[src/petri_net_reachability_explorer_defines.svh]
// assertion macros shared by the rtl
`ifndef PETRI_NET_REACHABILITY_EXPLORER_DEFINES_SVH
`define PETRI_NET_REACHABILITY_EXPLORER_DEFINES_SVH

// a property that must hold at every clock edge out of reset
`define PNR_ASSERT(label, clk, rst_n, prop, msg) \
    label: assert property (@(posedge clk) disable iff (!rst_n) (prop)) else $error(msg);

// an implication whose consequent is checked in the cycle after the antecedent
`define PNR_ASSERT_NEXT(label, clk, rst_n, ante, cons, msg) \
    label: assert property (@(posedge clk) disable iff (!rst_n) (ante) |=> (cons)) \
        else $error(msg);

`endif

[src/pnr_pkg.sv]
`timescale 1ns / 1ps
package pnr_pkg;
    localparam int PLACES      = 12;
    localparam int TRANSITIONS = 12;
    localparam int TOKEN_BITS  = 4;
    localparam int MAX_STATES  = 64;
    localparam int WORD_BITS   = PLACES * TOKEN_BITS;
    localparam int TIDX_BITS   = 4;
    localparam int SIDX_BITS   = 6;
    localparam int CNT_BITS    = 7;
    localparam int IN_BITS     = 152;
    localparam int OUT_BITS    = 56;

    localparam logic [1:0] REG_PLACES      = 2'd0;
    localparam logic [1:0] REG_TRANSITIONS = 2'd1;
    localparam logic [1:0] REG_LIMIT       = 2'd2;

    localparam logic OP_LOAD  = 1'b0;
    localparam logic OP_START = 1'b1;

    typedef logic [WORD_BITS-1:0] word_t;

    typedef enum logic [3:0] {
        ST_IDLE,
        ST_CLEAR_WAIT,
        ST_VISIT_RD,
        ST_VISIT_WAIT,
        ST_FIRE,
        ST_SEARCH_RD,
        ST_SEARCH_CMP,
        ST_APPEND,
        ST_EMIT_RD,
        ST_EMIT_WAIT,
        ST_EMIT_OUT
    } state_t;

    // result of the lanes for one transition
    typedef struct packed {
        logic  enabled;
        logic  sat;
        word_t next_marking;
    } fire_t;
endpackage

[src/pnr_merge.sv]
`timescale 1ns / 1ps
module pnr_merge (
    input  logic                          clk,
    input  logic                          rst_n,
    input  logic [pnr_pkg::PLACES-1:0]    lane_ok,
    input  logic [pnr_pkg::PLACES-1:0]    lane_sat,
    input  pnr_pkg::word_t                lane_word,
    output pnr_pkg::fire_t                fire
);
    import pnr_pkg::*;

    logic  enabled_reg;
    logic  sat_reg;
    word_t marking_reg;

    // combine lanes and register the result
    always_ff @(posedge clk or negedge rst_n)
    begin
        if (!rst_n)
        begin
            enabled_reg <= 1'b0;
            sat_reg     <= 1'b0;
        end
        else
        begin
            enabled_reg <= &lane_ok;
            sat_reg     <= |lane_sat;
        end
    end

    always_ff @(posedge clk)
    begin
        marking_reg <= lane_word;
    end

    assign fire = {enabled_reg, sat_reg, marking_reg};
endmodule

[config.mk]
export PLATFORM = sky130hd
export DESIGN_NAME = pnr_merge
export DESIGN_NICKNAME = d
export VERILOG_FILES = /design/src/petri_net_reachability_explorer_defines.svh /design/src/pnr_pkg.sv /design/src/pnr_merge.sv
export SDC_FILE = /design/constraint.sdc
export NUM_CORES = 1
export LEC_CHECK = 0
export ABC_AREA = 1
export BUFFER_PORTS_ARGS = -buffer_cell sky130_fd_sc_hd__buf_2
export CAP_MARGIN = 20
export CORE_MARGIN = 2
export CORE_UTILIZATION = 34
export CTS_BUF_LIST = sky130_fd_sc_hd__clkbuf_8
export CTS_CLUSTER_DIAMETER = 30
export CTS_CLUSTER_SIZE = 16
export DETAILED_ROUTE_END_ITERATION = 8
export PLACE_DENSITY = 0.8
export SETUP_SLACK_MARGIN = 0.02
export SYNTH_ARGS = -nofsm -noshare
export SYNTH_HDL_FRONTEND = slang
export SYNTH_SLANG_ARGS = --single-unit
[constraint.sdc]
create_clock -name clk -period 0.8 [get_ports clk]
set_input_delay 0.16 -clock clk [delete_from_list [all_inputs] [get_ports clk]]
set_output_delay 0.16 -clock clk [all_outputs]
set_load 0.01 [all_outputs]
---- After elaboration in Yosys (flattened, before gate mapping) ----
Index checks and enable logic that the tools add are counted.
storage, ports and cells
  output and inout port bits .............. 50
  word-level logic and storage cells ...... 5
  input port bits ......................... 74
  bits in registers ....................... 50
cells by class
  reduce and logical (&&, ||, !) cells .... 2
operator list
  kind                number
  $reduce_and A12 Y1  1
  $reduce_or A12 Y1   1

---- Longest topological paths before layout ----
  depth after elaboration ................. 1
  mapped depth ............................ 4

---- Worst setup path before layout ----
OpenSTA, ideal clock, no wires.
  path type ............................... flip-flop to output port
  from .................................... register sat_reg
  to ...................................... output fire[48] (netlist name)
  data arrival time ....................... 0.467 ns
  path slack .............................. 0.173 ns
  cell stages (with the launch flop) ...... 2
  path buffers ............................ 1
  cell sequence ........................... dfrtp_1 > buf_4
RTL lines
  element                   RTL line         source
  start: declaration        pnr_merge.sv:13  logic sat_reg;
  start signal: assignment  pnr_merge.sv:27  sat_reg <= |lane_sat;
  end: declaration          pnr_merge.sv:8   output pnr_pkg::fire_t fire
No word-level cell between the ends.

---- Worst setup path in the final report ----
  from .................................... register sat_reg
  to ...................................... output fire[48] (netlist name)
No word-level cell between the ends.

==> flow_summary.ini <==
[floorplanning]
std_cell_rows = 20
die_h_um = 61.1
dieArea_sq_mm = 0.00373
die_x_um = 61.1
ios = 124
coreArea_sq_mm = 0.00308
initial_utilization_pct = 36.0

[worst_setup_path]
worstSetupPathType = reg -> out
worstSetupEndpointType = output pin
worst-path-buf-inv = 1
critPathSlowestCell = dfrtp_1
slowest_delay_ps = 380
path_delay_family = flip-flops
cp_max_fo = 1
cp_data_required_time_ps = 640
arrival_ps = 790
crit_path_cell_trace = buf_6
start_kind = flop

[route]
viasPerCell = 4.08
first_pass_iters = 3
avgRoutedWirePerCell_um = 14.3
ant_nets = 0
totalWireLength_um = 4210
drc = 0
drt-initial-drc-count = 10
vias = 1200

[final_layout]
finish.utilization_pct = 82.6
layout_commonest_cell = buf_2
final_cell_mix = buf_2 (95), dlygate4sd3_1 (49), buf_6 (28), dfxtp_2 (27), dfxtp_1 (21)
nNetsFinal = 323
largest_register_ffs = 48
synthToLayoutAreaGrowth_pct = 129
drive_above_1_share_pct = 62.7

[synth]
synth_fa_ha_area_share_pct = 0
synth.distinct_cells = 8
synth_area_sq_mm = 0.00111
synthCells = 72
synth_top_family_by_area = simple AND/OR/NAND/NOR gates
yosysWarnings = 0
synth-xor-area-share_pct = 0
syn-num-nets = 146
yosysSeqAreaShare_pct = 91.2
synth.area.mux_share_pct = 0
synth-compound-area-share_pct = 0
synth.avg_cell_area_sq_um = 15.4
synthSimpleGateAreaFrac_pct = 7.45
synth-seq-cells = 50

[min_path]
holdPathStages = 3
holdPathEnd = enabled_reg$_DFF_PN0_
min_path_type = in -> reg
min_from = lane_ok[1]

[timing]
setup_viol = 50
relSlewSlack_pct = 91.0
final_hold_viol_count = 0
period_minus_slack_ps = 954
report.final.slew_viol_count = 0
setup_ws_ps = -154
rsz0062_at_grt = yes
fmax_mhz = 1050
setup_tns_ps = -4450
worstMarginPinSlew_ps = 135
period_share_pct = 119

[placement]
routabilityCongestion = 0.699
numPortBuffers = 123

[flow_run]
drv_cap = 0

[clock_network]
cts.path.max_buffers = 2
h-tree-depth = 2
postCtsSetupBuffers = 0
cts_buffers = 5
clkTransAtPathRegs_ps = 80
clock_sinks = 50
root_buffer = clkbuf_8
cts_tree = yes

[global_route]
grt_pass1_wl_um = 5420
grt_overflow_total = 0
track_usage_pct = 20.8
grt_pass1_vias = 1245
antenna_found_initial = 1
grt_max_degree = 14

[pwr]
power_density_mw_per_mm2 = 1830
ir_worst_vdd_mv = 1.22
leakagePower_uw = 0.00125

[status]
outcome = finished, violations left
violations = setup timing
cells by family (layout without fill, tap and decap cells):
| group | Yosys count | after routing |
|---|---|---|
| buffers and inverters | 2 | 179 |
| other | 0 | 1 |
| and+or+nand+nor | 20 | 20 |
| DFF | 50 | 50 |
per-stage QoR:
| stage | power (uW) | hold slack, ps | instances | area, sq um | setup WS, ps |
|---|---|---|---|---|---|
| after floorplan | 2790 | -136 | 72 | 1110 | 173 |
| after global placement | 3070 | -49.2 | 237 | 1760 | 118 |
| after detailed placement | 3090 | -47.7 | 237 | 1760 | 119 |
| after CTS | 4560 | 98.1 | 293 | 2370 | -163 |
| after global routing | 4840 | 120 | 294 | 2540 | -185 |
| final | 4660 | 105 | 294 | 2540 | -154 |
synth_stat cells:
cell     number  area [sq um]
nor2_2        1          6.26
dfrtp_1       2          50.1
nand4_1       1          6.26
and2_0        1          6.26
nor2_1        9          33.8
buf_4         2          15.0
dfxtp_1      48           961
nand2_1       8          30.0
worst max-delay path by stage:
stage | start | endpoint | cells past startpoint
floorplan | sat_reg$_DFF_PN0_ | fire[48] | 1
CTS | sat_reg$_DFF_PN0_ | fire[48] | 1
global route | enabled_reg$_DFF_PN0_ | fire[49] | 1
finish | sat_reg$_DFF_PN0_ | fire[48] | 1
detailed placement | lane_sat[5] | sat_reg$_DFF_PN0_ | 5
global placement | lane_sat[7] | sat_reg$_DFF_PN0_ | 5
per-layer routing:
layer / vias up / share of wire [%] / track usage (%)
met5: - / 0 / 0
met1: 529 / 29 / 17.2
li1: 572 / - / -
met4: 0 / 2.5 / 8.39
met2: 89 / 58 / 43.6
met3: 10 / 10 / 6.51
cell type report:
class | count | area [sq um]
diodes | 1 | 2.50
flip-flops and latches | 50 | 1040
well taps | 44 | 55.1
multi-input cells | 20 | 82.6
clock inverters | 2 | 7.51
clock buffers | 5 | 68.8
repair buffers | 172 | 1280
fillers | 180 | 536
report_power, final:
group	internal (uW)	switching, uW	total, uW
sequential	2630	51.4	2680
clock	577	733	1310
combinational	450	219	668
total	3660	1000	4660
what timing repair did:
action	4_1_cts	5_1_grt
hold endpoints to repair	50	0
endpoints found under the setup margin	50	50
gates resized for setup	10	45
hold buffers	49	0
(Power assumes the default switching activity.)
