$ cat config.mk
export PLATFORM = sky130hd
export DESIGN_NAME = pnr_ram
export DESIGN_NICKNAME = d
export VERILOG_FILES = /design/src/petri_net_reachability_explorer_defines.svh /design/src/pnr_ram.sv
export SDC_FILE = /design/constraint.sdc
export NUM_CORES = 2
export LEC_CHECK = 0
export ABC_AREA = 0
export BUFFER_PORTS_ARGS = -buffer_cell sky130_fd_sc_hd__buf_2
export CORE_MARGIN = 8
export CORE_UTILIZATION = 55
export CTS_BUF_LIST = sky130_fd_sc_hd__clkbuf_16
export DETAILED_ROUTE_END_ITERATION = 16
export GPL_TIMING_DRIVEN = 0
export PLACE_DENSITY_LB_ADDON = 0.1
export SYNTH_ARGS = -nofsm -noshare
export SYNTH_HDL_FRONTEND = slang
export SYNTH_SLANG_ARGS = --single-unit
$ cat constraint.sdc
create_clock -name clk -period 5.2 [get_ports clk]
set_input_delay 0 -clock clk [delete_from_list [all_inputs] [get_ports clk]]
set_output_delay 0 -clock clk [all_outputs]
set_load 0.1 [all_outputs]
$ cat src/petri_net_reachability_explorer_defines.svh
// assertion macros shared by the rtl
`ifndef PETRI_NET_REACHABILITY_EXPLORER_DEFINES_SVH
`define PETRI_NET_REACHABILITY_EXPLORER_DEFINES_SVH

// a property that must hold at every clock edge out of reset
`define PNR_ASSERT(label, clk, rst_n, prop, msg) \
    label: assert property (@(posedge clk) disable iff (!rst_n) (prop)) else $error(msg);

// an implication whose consequent is checked in the cycle after the antecedent
`define PNR_ASSERT_NEXT(label, clk, rst_n, ante, cons, msg) \
    label: assert property (@(posedge clk) disable iff (!rst_n) (ante) |=> (cons)) \
        else $error(msg);

`endif

$ cat src/pnr_ram.sv
`timescale 1ns / 1ps
module pnr_ram #(
    parameter int WIDTH = 48,
    parameter int DEPTH = 64
) (
    input  logic                     clk,
    input  logic                     we,
    input  logic [$clog2(DEPTH)-1:0] waddr,
    input  logic [WIDTH-1:0]         wdata,
    input  logic [$clog2(DEPTH)-1:0] raddr,
    output logic [WIDTH-1:0]         rdata
);
    logic [WIDTH-1:0] mem [DEPTH];

    always_ff @(posedge clk)
    begin
        if (we)
        begin
            mem[waddr] <= wdata;
        end
        rdata <= mem[raddr];
    end
endmodule

Yosys cells after proc, flatten, opt, wreduce, memory -nomap -nowiden
Memory sizes are Yosys's and may differ from the RTL's. A register that Yosys moved wholly into a read port is not among the register bits. Index checks and enable logic that the tools add are counted. W data, S select, Z words.

Bits in writable memories: 3072. Input port bits: 62. Word-level logic and storage cells: 3. Memories kept: 1. Output and inout port bits: 48. Register bits after elaboration: 0.

Memories: mem (words 64, bits a word 48, rd ports 1, clocked after memory_dff 1, wr ports 1, line pnr_ram.sv:13) `logic [WIDTH-1:0] mem [DEPTH];`.

Mux-type cells: 2.

Operators with widths (count): $mux W1 (2).

Longest topological paths before layout
Depth after elaboration: 2. Depth in mapped cells: 9. Gate-level depth less buffers: 5.

Least setup slack after synthesis
OpenSTA, ideal clock, no wires.

Path kind: input port to flip-flop. Start point: input port waddr[3]. End point: memory mem[48][0] (enable). Path buffers: 1. Setup time: 0.513 ns. Setup slack: 0.915 ns. Arrival time: 3.772 ns. Stages: 4. Data required time: 4.687 ns. Cell sequence: clkbuf_1 > nor2b_1 > nand4b_1 > nor3_1.

RTL lines: from (decl) (line pnr_ram.sv:8) `input logic [$clog2(DEPTH)-1:0] waddr,`; to (decl) (line pnr_ram.sv:13).

No word-level cell before the write port.

==> results.py <==
metrics = {
    "clocking": {
        "ctsRootBufferMaster": "clkbuf_16",
        "clkLatencyLatePin_ns": 0.96,
        "cts.sinks": 3120,
        "cts_resized": 0,
        "htree_levels": 5,
        "clockBufferDepth": 4,
        "cts-buffers-inserted": 327,
        "clk_pin_slew_ns": 0.07,
        "cts_tree": "done",
    },
    "run_status": {
        "violations": "capacitance limit, slew limit",
        "outcome": "complete, but fails checks",
    },
    "floorplanning": {
        "die_h_um": 477.5,
        "io-pin-count": 110,
        "core_area_um2": 211900,
        "die_width_um": 477.5,
        "initial_core_util_pct": 55.28,
        "dieArea_um2": 228000,
        "rows": 169,
    },
    "synth": {
        "synth_common_cells": "3072 x edfxtp_1, 754 x mux4_2, 132 x nor2_1, 122 x o22ai_1",
        "yosysWarnings": 0,
        "synthesis.area_um2": 117100,
        "synth_seq_cells": 3120,
        "synth-edff-count": 3072,
        "netlist_top_cells_area": "edfxtp_1 79%, mux4_2 14%, dfxtp_1 0.82%",
        "synth_cells": 4970,
        "yosysSeqAreaShare_pct": 79.59,
        "yosysMostFrequentCell": "edfxtp_1",
        "ys.flop_type": "edfxtp_1",
        "synthesis.area_per_instance_um2": 23.56,
        "ys_async_sr_fraction_pct": 0,
        "syn-num-nets": 5032,
        "synth_top_cell_area_share_pct": 78.77,
        "yosysTopAreaCell": "edfxtp_1",
        "synth_cell_types": 36,
    },
    "timing": {
        "skew_ns": 0.05015,
        "fmax_mhz": 284.9,
        "min_period_ns": 3.510,
        "fin_crit_sh_pct": 67.51,
        "slew_headroom_pct": -12.40,
        "final-hold-violation-count": 0,
        "drv_slew": 23,
        "totalNegativeSetupSlack_ns": 0,
        "setup_viol": 0,
        "worst_slew_pin_slew_ns": 1.686,
        "rsz0062_at_grt": "no",
    },
    "setup_path": {
        "cp-start-kind": "input port",
        "arrival_ns": 4.22,
        "r2r_start": "mem[43][41]",
        "criticalPathCategory": "in -> reg",
        "r2r_cells": 5,
        "rrSetupSlack_ns": 2.41,
        "cp_data_required_time_ns": 5.91,
        "r2r_end": "rdata[41]",
        "setup.worst_path.end_class": "flop",
        "crit_fanout": 10,
    },
    "run": {
        "maxCapViolations": 2,
    },
    "placement": {
        "dp.final_hpwl_mm": 221.4,
        "dp_cells": 8042,
        "gp_congestion": 0.8199,
        "io_buffers": 101,
    },
    "min_path": {
        "hold_start": "waddr[3]",
        "hold_depth": 4,
        "min_to": "mem[49][26]",
        "hold_path_class": "in -> reg",
    },
    "global_routing": {
        "grt_max_degree": 65,
        "gr-usage-all-layers_pct": 29.47,
        "grt_pass1_vias": 58520,
        "grt_overflow": 0,
        "grt_first_pass_wirelength_mm": 468.5,
        "antenna_found_initial": 19,
    },
    "finish": {
        "fillCellCount": 14110,
        "multi_input_area_um2": 22890,
        "fin_cells": 8678,
        "seq_area_um2": 93210,
        "drive_gt1_share_pct": 28.80,
        "fin_nets": 5670,
        "syn_to_final_growth_pct": 15.44,
    },
    "power_and_ir_drop": {
        "p_per_area_nw_per_um2": 393.3,
        "ir_drop_mv": 0.3550,
        "static-leakage-power_nw": 42.57,
    },
    "drt": {
        "drt_iter0_drc": 8909,
        "ant_nets": 0,
        "via_per_inst": 6.808,
        "vias": 59080,
        "drc": 0,
        "wirelength_mm": 340.3,
        "drt-pass1-iter-count": 5,
        "routedWlPerCell_um": 39.22,
    },
}
## kinds of logic (layout without fill, tap and decap cells)
group / count (synthesis) / in the layout / share of synthesized area [%]
compound gates: 486 / 486 / 3.024
buf+inv: 282 / 1156 / 1.279
flops: 3120 / 3120 / 79.59
mux: 829 / 829 / 15.15
other cells: 0 / 13 / 0
simple gates: 253 / 253 / 0.9572
## worst max-delay path, cell delays in order
cell	delay [ns]
buf_2	0.19
buf_2	0.48
buf_1	1.10
mux4_2	0.41
o221ai_1	0.12
a21oi_1	0.46
a21oi_1	0.19
a221oi_1	1.22
## state kept, by name, indices dropped and copies added, names as in the netlist
name / count
rdata: 48
mem: 3072
## worst max-delay path by stage
| stage | from | end | slack, ns | cells after the start |
|---|---|---|---|---|
| after floorplan | waddr[3] | mem[48][0] | 0.92 | 4 |
| after global placement | waddr[3] | mem[48][5] | -3.66 | 4 |
| after detailed placement | raddr[2] | rdata[41] | 0.69 | 8 |
| after CTS | raddr[2] | rdata[41] | 1.71 | 8 |
| after global routing | raddr[1] | rdata[34] | 1.73 | 9 |
| final | raddr[2] | rdata[41] | 1.69 | 8 |
## cells in the final DEF, fill, tap and decap left out, types with 7 or more instances in the layout
cell / synthesis / final
dfxtp_1: 48 / 48
o22ai_1: 122 / 122
nand2b_1: 10 / 10
a311oi_1: 11 / 11
a21oi_1: 74 / 74
nor2_1: 132 / 70
clkbuf_1: 98 / 97
mux2i_1: 63 / 63
clkinv_1: 0 / 76
nor2_4: 0 / 62
clkbuf_16: 0 / 337
buf_2: 98 / 199
inv_1: 0 / 72
nor2b_1: 24 / 24
bufinv_16: 0 / 20
a221oi_1: 83 / 83
nand2_1: 55 / 55
a22o_1: 57 / 57
buf_6: 11 / 23
a211oi_1: 32 / 32
edfxtp_1: 3072 / 3072
dlygate4sd3_1: 0 / 58
a22oi_1: 72 / 72
mux2_2: 12 / 12
buf_1: 12 / 12
mux4_2: 754 / 754
nand3_1: 7 / 7
buf_16: 0 / 20
buf_12: 0 / 116
clkinv_2: 0 / 47
diode_2: 0 / 13
buf_4: 62 / 64
o221ai_1: 28 / 28
## area by class of cell
type                            instances  area share, %
Timing Repair Buffer                  309          3.039
Tap cell                             2821          2.611
Buffer                                282          1.109
Multi-Input combinational cell       1568          16.93
Clock inverter                        228          1.107
Sequential cell                      3120          68.94
Clock buffer                          337          6.238
Antenna cell                           13        0.02406
## routing by layer
layer / part of all wire (%) / wire length [µm] / global-route usage, % / up-vias
met5: 0.0035 / 12 / 0 / -
li1: - / - / - / 22800
met3: 10 / 34540 / 5.949 / 649
met2: 47 / 161100 / 46.51 / 3705
met4: 4.4 / 15040 / 10.85 / 2
met1: 38 / 129700 / 41.51 / 31920
## report_power, final
| group | leakage [nW] | switching, mW | internal [mW] |
|---|---|---|---|
| clock | 5.16 | 9.42 | 12.6 |
| sequential | 28.0 | 0.0500 | 27.9 |
| combinational | 9.37 | 2.28 | 0.933 |
| total | 42.6 | 11.7 | 41.4 |
## stage by stage
step                      power, mW  hold WS, ns  instance area (µm²)  setup WS, ns  utilization [%]
after floorplan               30.16      0.09887               117100        0.9152                -
after CTS                     53.35      0.02823               135200         1.710            63.79
after global routing          54.38       0.1403               135200         1.733            63.80
final                         53.18       0.1182               135200         1.690            63.81
after detailed placement      31.61       0.5525               124700        0.6898            58.83
after global placement        31.52       0.5526               121200        -3.662            57.18
## repair_timing
item / CTS / global route
hold endpoints to repair: 3164 / 0
setup buffers: 0 / 0
hold buffers: 58 / 0
No activity file was read; power rests on OpenSTA's default activity.
