==> src/petri_net_reachability_explorer_defines.svh <==
// assertion macros shared by the rtl
`ifndef PETRI_NET_REACHABILITY_EXPLORER_DEFINES_SVH
`define PETRI_NET_REACHABILITY_EXPLORER_DEFINES_SVH

// a property that must hold at every clock edge out of reset
`define PNR_ASSERT(label, clk, rst_n, prop, msg) \
    label: assert property (@(posedge clk) disable iff (!rst_n) (prop)) else $error(msg);

// an implication whose consequent is checked in the cycle after the antecedent
`define PNR_ASSERT_NEXT(label, clk, rst_n, ante, cons, msg) \
    label: assert property (@(posedge clk) disable iff (!rst_n) (ante) |=> (cons)) \
        else $error(msg);

`endif

==> src/pnr_pkg.sv <==
`timescale 1ns / 1ps
package pnr_pkg;
    localparam int PLACES      = 12;
    localparam int TRANSITIONS = 12;
    localparam int TOKEN_BITS  = 4;
    localparam int MAX_STATES  = 64;
    localparam int WORD_BITS   = PLACES * TOKEN_BITS;
    localparam int TIDX_BITS   = 4;
    localparam int SIDX_BITS   = 6;
    localparam int CNT_BITS    = 7;
    localparam int IN_BITS     = 152;
    localparam int OUT_BITS    = 56;

    localparam logic [1:0] REG_PLACES      = 2'd0;
    localparam logic [1:0] REG_TRANSITIONS = 2'd1;
    localparam logic [1:0] REG_LIMIT       = 2'd2;

    localparam logic OP_LOAD  = 1'b0;
    localparam logic OP_START = 1'b1;

    typedef logic [WORD_BITS-1:0] word_t;

    typedef enum logic [3:0] {
        ST_IDLE,
        ST_CLEAR_WAIT,
        ST_VISIT_RD,
        ST_VISIT_WAIT,
        ST_FIRE,
        ST_SEARCH_RD,
        ST_SEARCH_CMP,
        ST_APPEND,
        ST_EMIT_RD,
        ST_EMIT_WAIT,
        ST_EMIT_OUT
    } state_t;

    // result of the lanes for one transition
    typedef struct packed {
        logic  enabled;
        logic  sat;
        word_t next_marking;
    } fire_t;
endpackage

==> src/pnr_lane.sv <==
`timescale 1ns / 1ps
module pnr_lane (
    input  logic                                cur_on,
    input  logic [pnr_pkg::TOKEN_BITS-1:0]      cur_tok,
    input  logic [pnr_pkg::TOKEN_BITS-1:0]      weight,
    input  logic [pnr_pkg::TOKEN_BITS-1:0]      change,
    output logic                                ok,
    output logic                                sat,
    output logic [pnr_pkg::TOKEN_BITS-1:0]      next_tok
);
    import pnr_pkg::*;

    logic signed [TOKEN_BITS+1:0] sum;

    always_comb
    begin
        sum = $signed({2'b00, cur_tok}) + $signed({{2{change[TOKEN_BITS-1]}}, change});
        ok  = !cur_on || (cur_tok >= weight);
        sat = 1'b0;
        next_tok = sum[TOKEN_BITS-1:0];
        if (!cur_on)
        begin
            next_tok = '0;
        end
        else if (sum < 0)
        begin
            next_tok = '0;
            sat = 1'b1;
        end
        else if (sum > $signed({2'b00, {TOKEN_BITS{1'b1}}}))
        begin
            next_tok = '1;
            sat = 1'b1;
        end
    end
endmodule

==> config.mk <==
export PLATFORM = sky130hd
export DESIGN_NAME = pnr_lane
export DESIGN_NICKNAME = d
export VERILOG_FILES = /design/src/petri_net_reachability_explorer_defines.svh /design/src/pnr_pkg.sv /design/src/pnr_lane.sv
export SDC_FILE = /design/constraint.sdc
export NUM_CORES = 1
export LEC_CHECK = 0
export ABC_CLOCK_PERIOD_IN_PS = 2400
export BUFFER_PORTS_ARGS = -buffer_cell sky130_fd_sc_hd__buf_2
export CAP_MARGIN = 0
export CORE_AREA = 2 2 39 41
export DETAILED_ROUTE_END_ITERATION = 16
export DIE_AREA = 0 0 41 43
export SLEW_MARGIN = 20
export SYNTH_ARGS = -nofsm -noshare
export SYNTH_HDL_FRONTEND = slang
export SYNTH_SLANG_ARGS = --single-unit
==> constraint.sdc <==
create_clock -name vclk -period 2.4
set_clock_uncertainty 0.15 [all_clocks]
set_input_delay 0.24 -clock vclk [all_inputs]
set_output_delay 0.24 -clock vclk [all_outputs]
set_load 0.01 [all_outputs]
# == Word-level counts from Yosys, hierarchy flattened ==
# Cells that the tools add are included.
# totals
wordCells,12
inputBits,13
ff_bits,0
# op_classes
add_sub_neg,1
order_cmp,3
n_mux,6
reduce_logical,2
# ops
op,n
4-bit 2-to-1 mux,3
5-bit by 4-bit adder with 6-bit output,1
6-bit by 5-bit > comparator with 1-bit output (second input constant),1
6-bit by 1-bit less-than comparator with 1-bit output (second input constant),1
4-bit greater-or-equal comparator,1
1-bit 2-to-1 mux,3
1-bit zero test,1
1-bit logical OR,1

# == Longest topological paths before layout ==
# depth
ltp_word,5
ltp_mapped,6
depth_no_buf,6

# == Worst setup path before layout ==
# No wires, ideal clock.
# synth_path
path_kind,input -> output
startpoint,in cur_tok[0] (netlist bit)
endpoint,out sat
t_required_ns,2.010
t_arrival_ns,1.636
slack_ns,0.374
cell_stages,6
path_buffers,0
path_cell_list,ha_1 -> fa_1 -> a21oi_2 -> o21bai_2 -> or3_1 -> and3_1
# synth_between
elab_chain_cells,5
word_cells_on_any_way,6
classes_between,add/sub (1); order compare (2); mux (3)
# synth_rtl
item,line,text
"start, declared",pnr_lane.sv:4,"input logic [pnr_pkg::TOKEN_BITS-1:0] cur_tok,"
5-bit by 4-bit adder with 6-bit output *,pnr_lane.sv:17,"sum = $signed({2'b00, cur_tok}) + $signed({{2{change[TOKEN_BITS-1]}}, change});"
6-bit by 5-bit > comparator with 1-bit output,pnr_lane.sv:30,"else if (sum > $signed({2'b00, {TOKEN_BITS{1'b1}}}))"
1-bit 2-to-1 mux,pnr_lane.sv:30,
1-bit 2-to-1 mux *,pnr_lane.sv:25,else if (sum < 0)
1-bit 2-to-1 mux *,pnr_lane.sv:21,if (!cur_on)
"end, declared",pnr_lane.sv:8,"output logic sat,"
# Mark *: on every way between the ends. The rest lies on a longest branch, timed or not.

# == Worst setup path after layout ==
# Ends and elaborated chain as after synthesis.

==> impl_metrics.env <==
export IMPL_worst_slack_ps=153.2
export IMPL_design_core_area_um2=1384
export IMPL_worst_path_max_fanout=5
export IMPL_antenna_cells_inserted=0
export IMPL_grt_antenna_before_repair=0
export IMPL_post_place_ws_ps=116.2
export IMPL_dp_cells=87
export IMPL_cts_post_setup_buffers_inserted=0
export IMPL_postLayoutCoreUtil=0.3761
export IMPL_hold_viol=0
export IMPL_vias=425
export IMPL_floorplan_io_pins=19
export IMPL_place_congestion=0.7334
export IMPL_area_growth_synth_to_final_pct=29.19
export IMPL_cellLeakagePower_nw=0.2669
export IMPL_routed_wirelength_um=846
export IMPL_critPathLaunchType="primary input"
export IMPL_route_detailed_vias_per_inst=4.885
export IMPL_io_buffer_count=19
export IMPL_yosysTopAreaCellShare=0.2795
export IMPL_ys_top_cells_by_area="sky130_fd_sc_hd__ha_1, sky130_fd_sc_hd__inv_1, sky130_fd_sc_hd__a21oi_2"
export IMPL_floorplan_die_height_um=43
export IMPL_setup_worst_path_class="primary input to output port"
export IMPL_timing_final_max_slew_violations=0
export IMPL_power_per_cell_area_nw_per_um2=214.6
export IMPL_cp_common_cell="sky130_fd_sc_hd__buf_2"
export IMPL_synth_warnings=0
export IMPL_worstHoldPathType="primary input to output port"
export IMPL_detail_route_iter0_violations=1
export IMPL_final_fill_count=152
export IMPL_final_instance_count_excl_fill=87
export IMPL_placementRows=14
export IMPL_cpLargestDelayFamily="adder cells"
export IMPL_status="completed"
export IMPL_fin_hold_ws_ps=728.7
export IMPL_drv_cap=0
export IMPL_nFlopsAndLatches=0
export IMPL_yosys_area_top_type="sky130_fd_sc_hd__ha_1"
export IMPL_setup_total_negative_slack_ps=0
export IMPL_cts_hold_repair_buffers=0
export IMPL_grt_max_degree=10
export IMPL_netlist_instances=52
export IMPL_setup_viol_count_final=0
export IMPL_clockBufferCount=0
export IMPL_dp_hpwl_um=730.5
export IMPL_max_stage_delay_ps=370
export IMPL_worst_slew_pin_slew_ps=317.4
export IMPL_critical_path_slowest_cell="sky130_fd_sc_hd__fa_2"
export IMPL_end_kind="output port"
export IMPL_syn_num_nets=75
export IMPL_drc=0
export IMPL_vdd_ir_drop_worst_mv=0.06540
export IMPL_arrival_ps=1860
export IMPL_worst_slew_margin_rel=0.7883
export IMPL_layout_area_seq_um2=0
export IMPL_detail_route_first_pass_iterations=3
export IMPL_num_nets_final=96
export IMPL_global_route_overflow=0
export IMPL_critical_path_cell_chain="buf_2, ha_1, fa_2, a21oi_2, o21bai_2, or3_1, and3_1, buf_2"
export IMPL_die_area_um2=1763
export IMPL_final_period_minus_worst_setup_slack_ps=2247
export IMPL_part_of_the_yosys_area_used_for_sequential_elements=0
export IMPL_finalCritPeriodShare=0.9361
export IMPL_synth_lib_cells_used_distinct=25
export IMPL_grt_pass1_wl_mm=1.338
export IMPL_vias_in_the_first_global_route=363
export IMPL_synth_area_um2=402.9
export IMPL_post_synth_cell_area_avg_um2=7.748
export IMPL_chipWidth_um=41
export IMPL_path_buf_inv=2
export IMPL_overall_global_routing_usage=0.1010
export IMPL_timing_critical_path_required_ps=2010
export IMPL_final_ant_viol_nets=0
export IMPL_initial_core_util=0.2911
export IMPL_drive_above_1_share=0.3803
export IMPL_max_freq_mhz=445.1
export IMPL_rsz0062_at_grt="false"
export IMPL_post_dr_wirelength_cell_um=9.724
[where the power goes]
group	internal (W)	switching [W]
sequential	0	0
combinational	0.0000533	0.0000584
clock	0	0
total	0.0000533	0.0000584
[synth_stat cells]
cell type,number
sky130_fd_sc_hd__xnor2_1,1
sky130_fd_sc_hd__nand2b_1,2
sky130_fd_sc_hd__or3_1,1
sky130_fd_sc_hd__ha_1,9
sky130_fd_sc_hd__o32ai_1,3
sky130_fd_sc_hd__o21ai_2,1
sky130_fd_sc_hd__nand3_1,2
sky130_fd_sc_hd__o21a_1,1
sky130_fd_sc_hd__inv_1,7
sky130_fd_sc_hd__nor2_1,3
sky130_fd_sc_hd__o21ba_2,1
sky130_fd_sc_hd__a211oi_1,1
sky130_fd_sc_hd__or2_1,1
sky130_fd_sc_hd__nand2_1,2
sky130_fd_sc_hd__and3_1,1
sky130_fd_sc_hd__nor2b_1,1
sky130_fd_sc_hd__a21oi_1,1
sky130_fd_sc_hd__a21o_1,1
sky130_fd_sc_hd__o21bai_2,1
sky130_fd_sc_hd__a21oi_2,3
sky130_fd_sc_hd__fa_1,1
sky130_fd_sc_hd__o21ai_0,3
sky130_fd_sc_hd__xor2_1,1
sky130_fd_sc_hd__nor3_1,3
sky130_fd_sc_hd__o2bb2a_4,1
[metrics by stage]
stage | instance area, um^2 | total power (W)
3_5_place_dp | 518.0 | 0.0001115
4_1_cts | 518.0 | 0.0001119
5_1_grt | 520.5 | 0.0001253
6_report | 520.5 | 0.0001117
3_3_place_gp | 518.0 | 0.0001108
2_1_floorplan | 402.9 | 0.00007720
[placed cells by master (no fill, tap or decap), types with 2 or more instances in the layout]
cell                       synthesis  layout
sky130_fd_sc_hd__nor2_1            3       3
sky130_fd_sc_hd__o21ai_0           3       3
sky130_fd_sc_hd__ha_1              9       9
sky130_fd_sc_hd__inv_1             7       7
sky130_fd_sc_hd__a21oi_2           3       3
sky130_fd_sc_hd__o32ai_1           3       3
sky130_fd_sc_hd__nor3_1            3       3
sky130_fd_sc_hd__nand3_1           2       2
sky130_fd_sc_hd__buf_2             0      19
sky130_fd_sc_hd__nand2b_1          2       2
sky130_fd_sc_hd__nand2_1           2       2
[worst paths after layout]
kind / startpoint / cells after the start / end
min: cur_on / 3 / sat
max: cur_tok[0] / 8 / sat
[routing by layer]
layer | vias to the layer above | part of all wire | wire (um) | global-route usage
li1 | 229 | - | - | -
met1 | 189 | 0.45 | 381 | 0.1270
met2 | 7 | 0.52 | 437 | 0.1906
met3 | 0 | 0.033 | 28 | 0
met4 | 0 | 0 | 0 | 0
met5 | - | 0 | 0 | 0
[area by class of cell]
| type | count | area (um^2) | area share |
|---|---|---|---|
| well taps | 16 | 20.02 | 0.03846 |
| inverters | 7 | 26.28 | 0.05048 |
| multi-input cells | 45 | 379.1 | 0.7284 |
| repair buffers | 19 | 95.09 | 0.1827 |
[worst min-delay path, delay by kind of cell]
family                 cells  cell delay (ps)
and+or+nand+nor            1              150
buffers and inverters      2              250
[logic make-up (layout without fill, tap and decap cells)]
kind of cell | count (synthesis) | after routing | synth area share
fa+ha+maj | 10 | 10 | 0.3292
buf+inv | 7 | 26 | 0.06523
xor+xnor | 2 | 2 | 0.04349
simple gates | 16 | 16 | 0.2019
compound gates | 17 | 17 | 0.3603
[timing repair]
item | in CTS | in global routing
hold endpoints to repair | 0 | 0
setup endpoints to repair | 0 | 1
gates resized for setup | 0 | 1
Power figures use the tool's default switching activity.
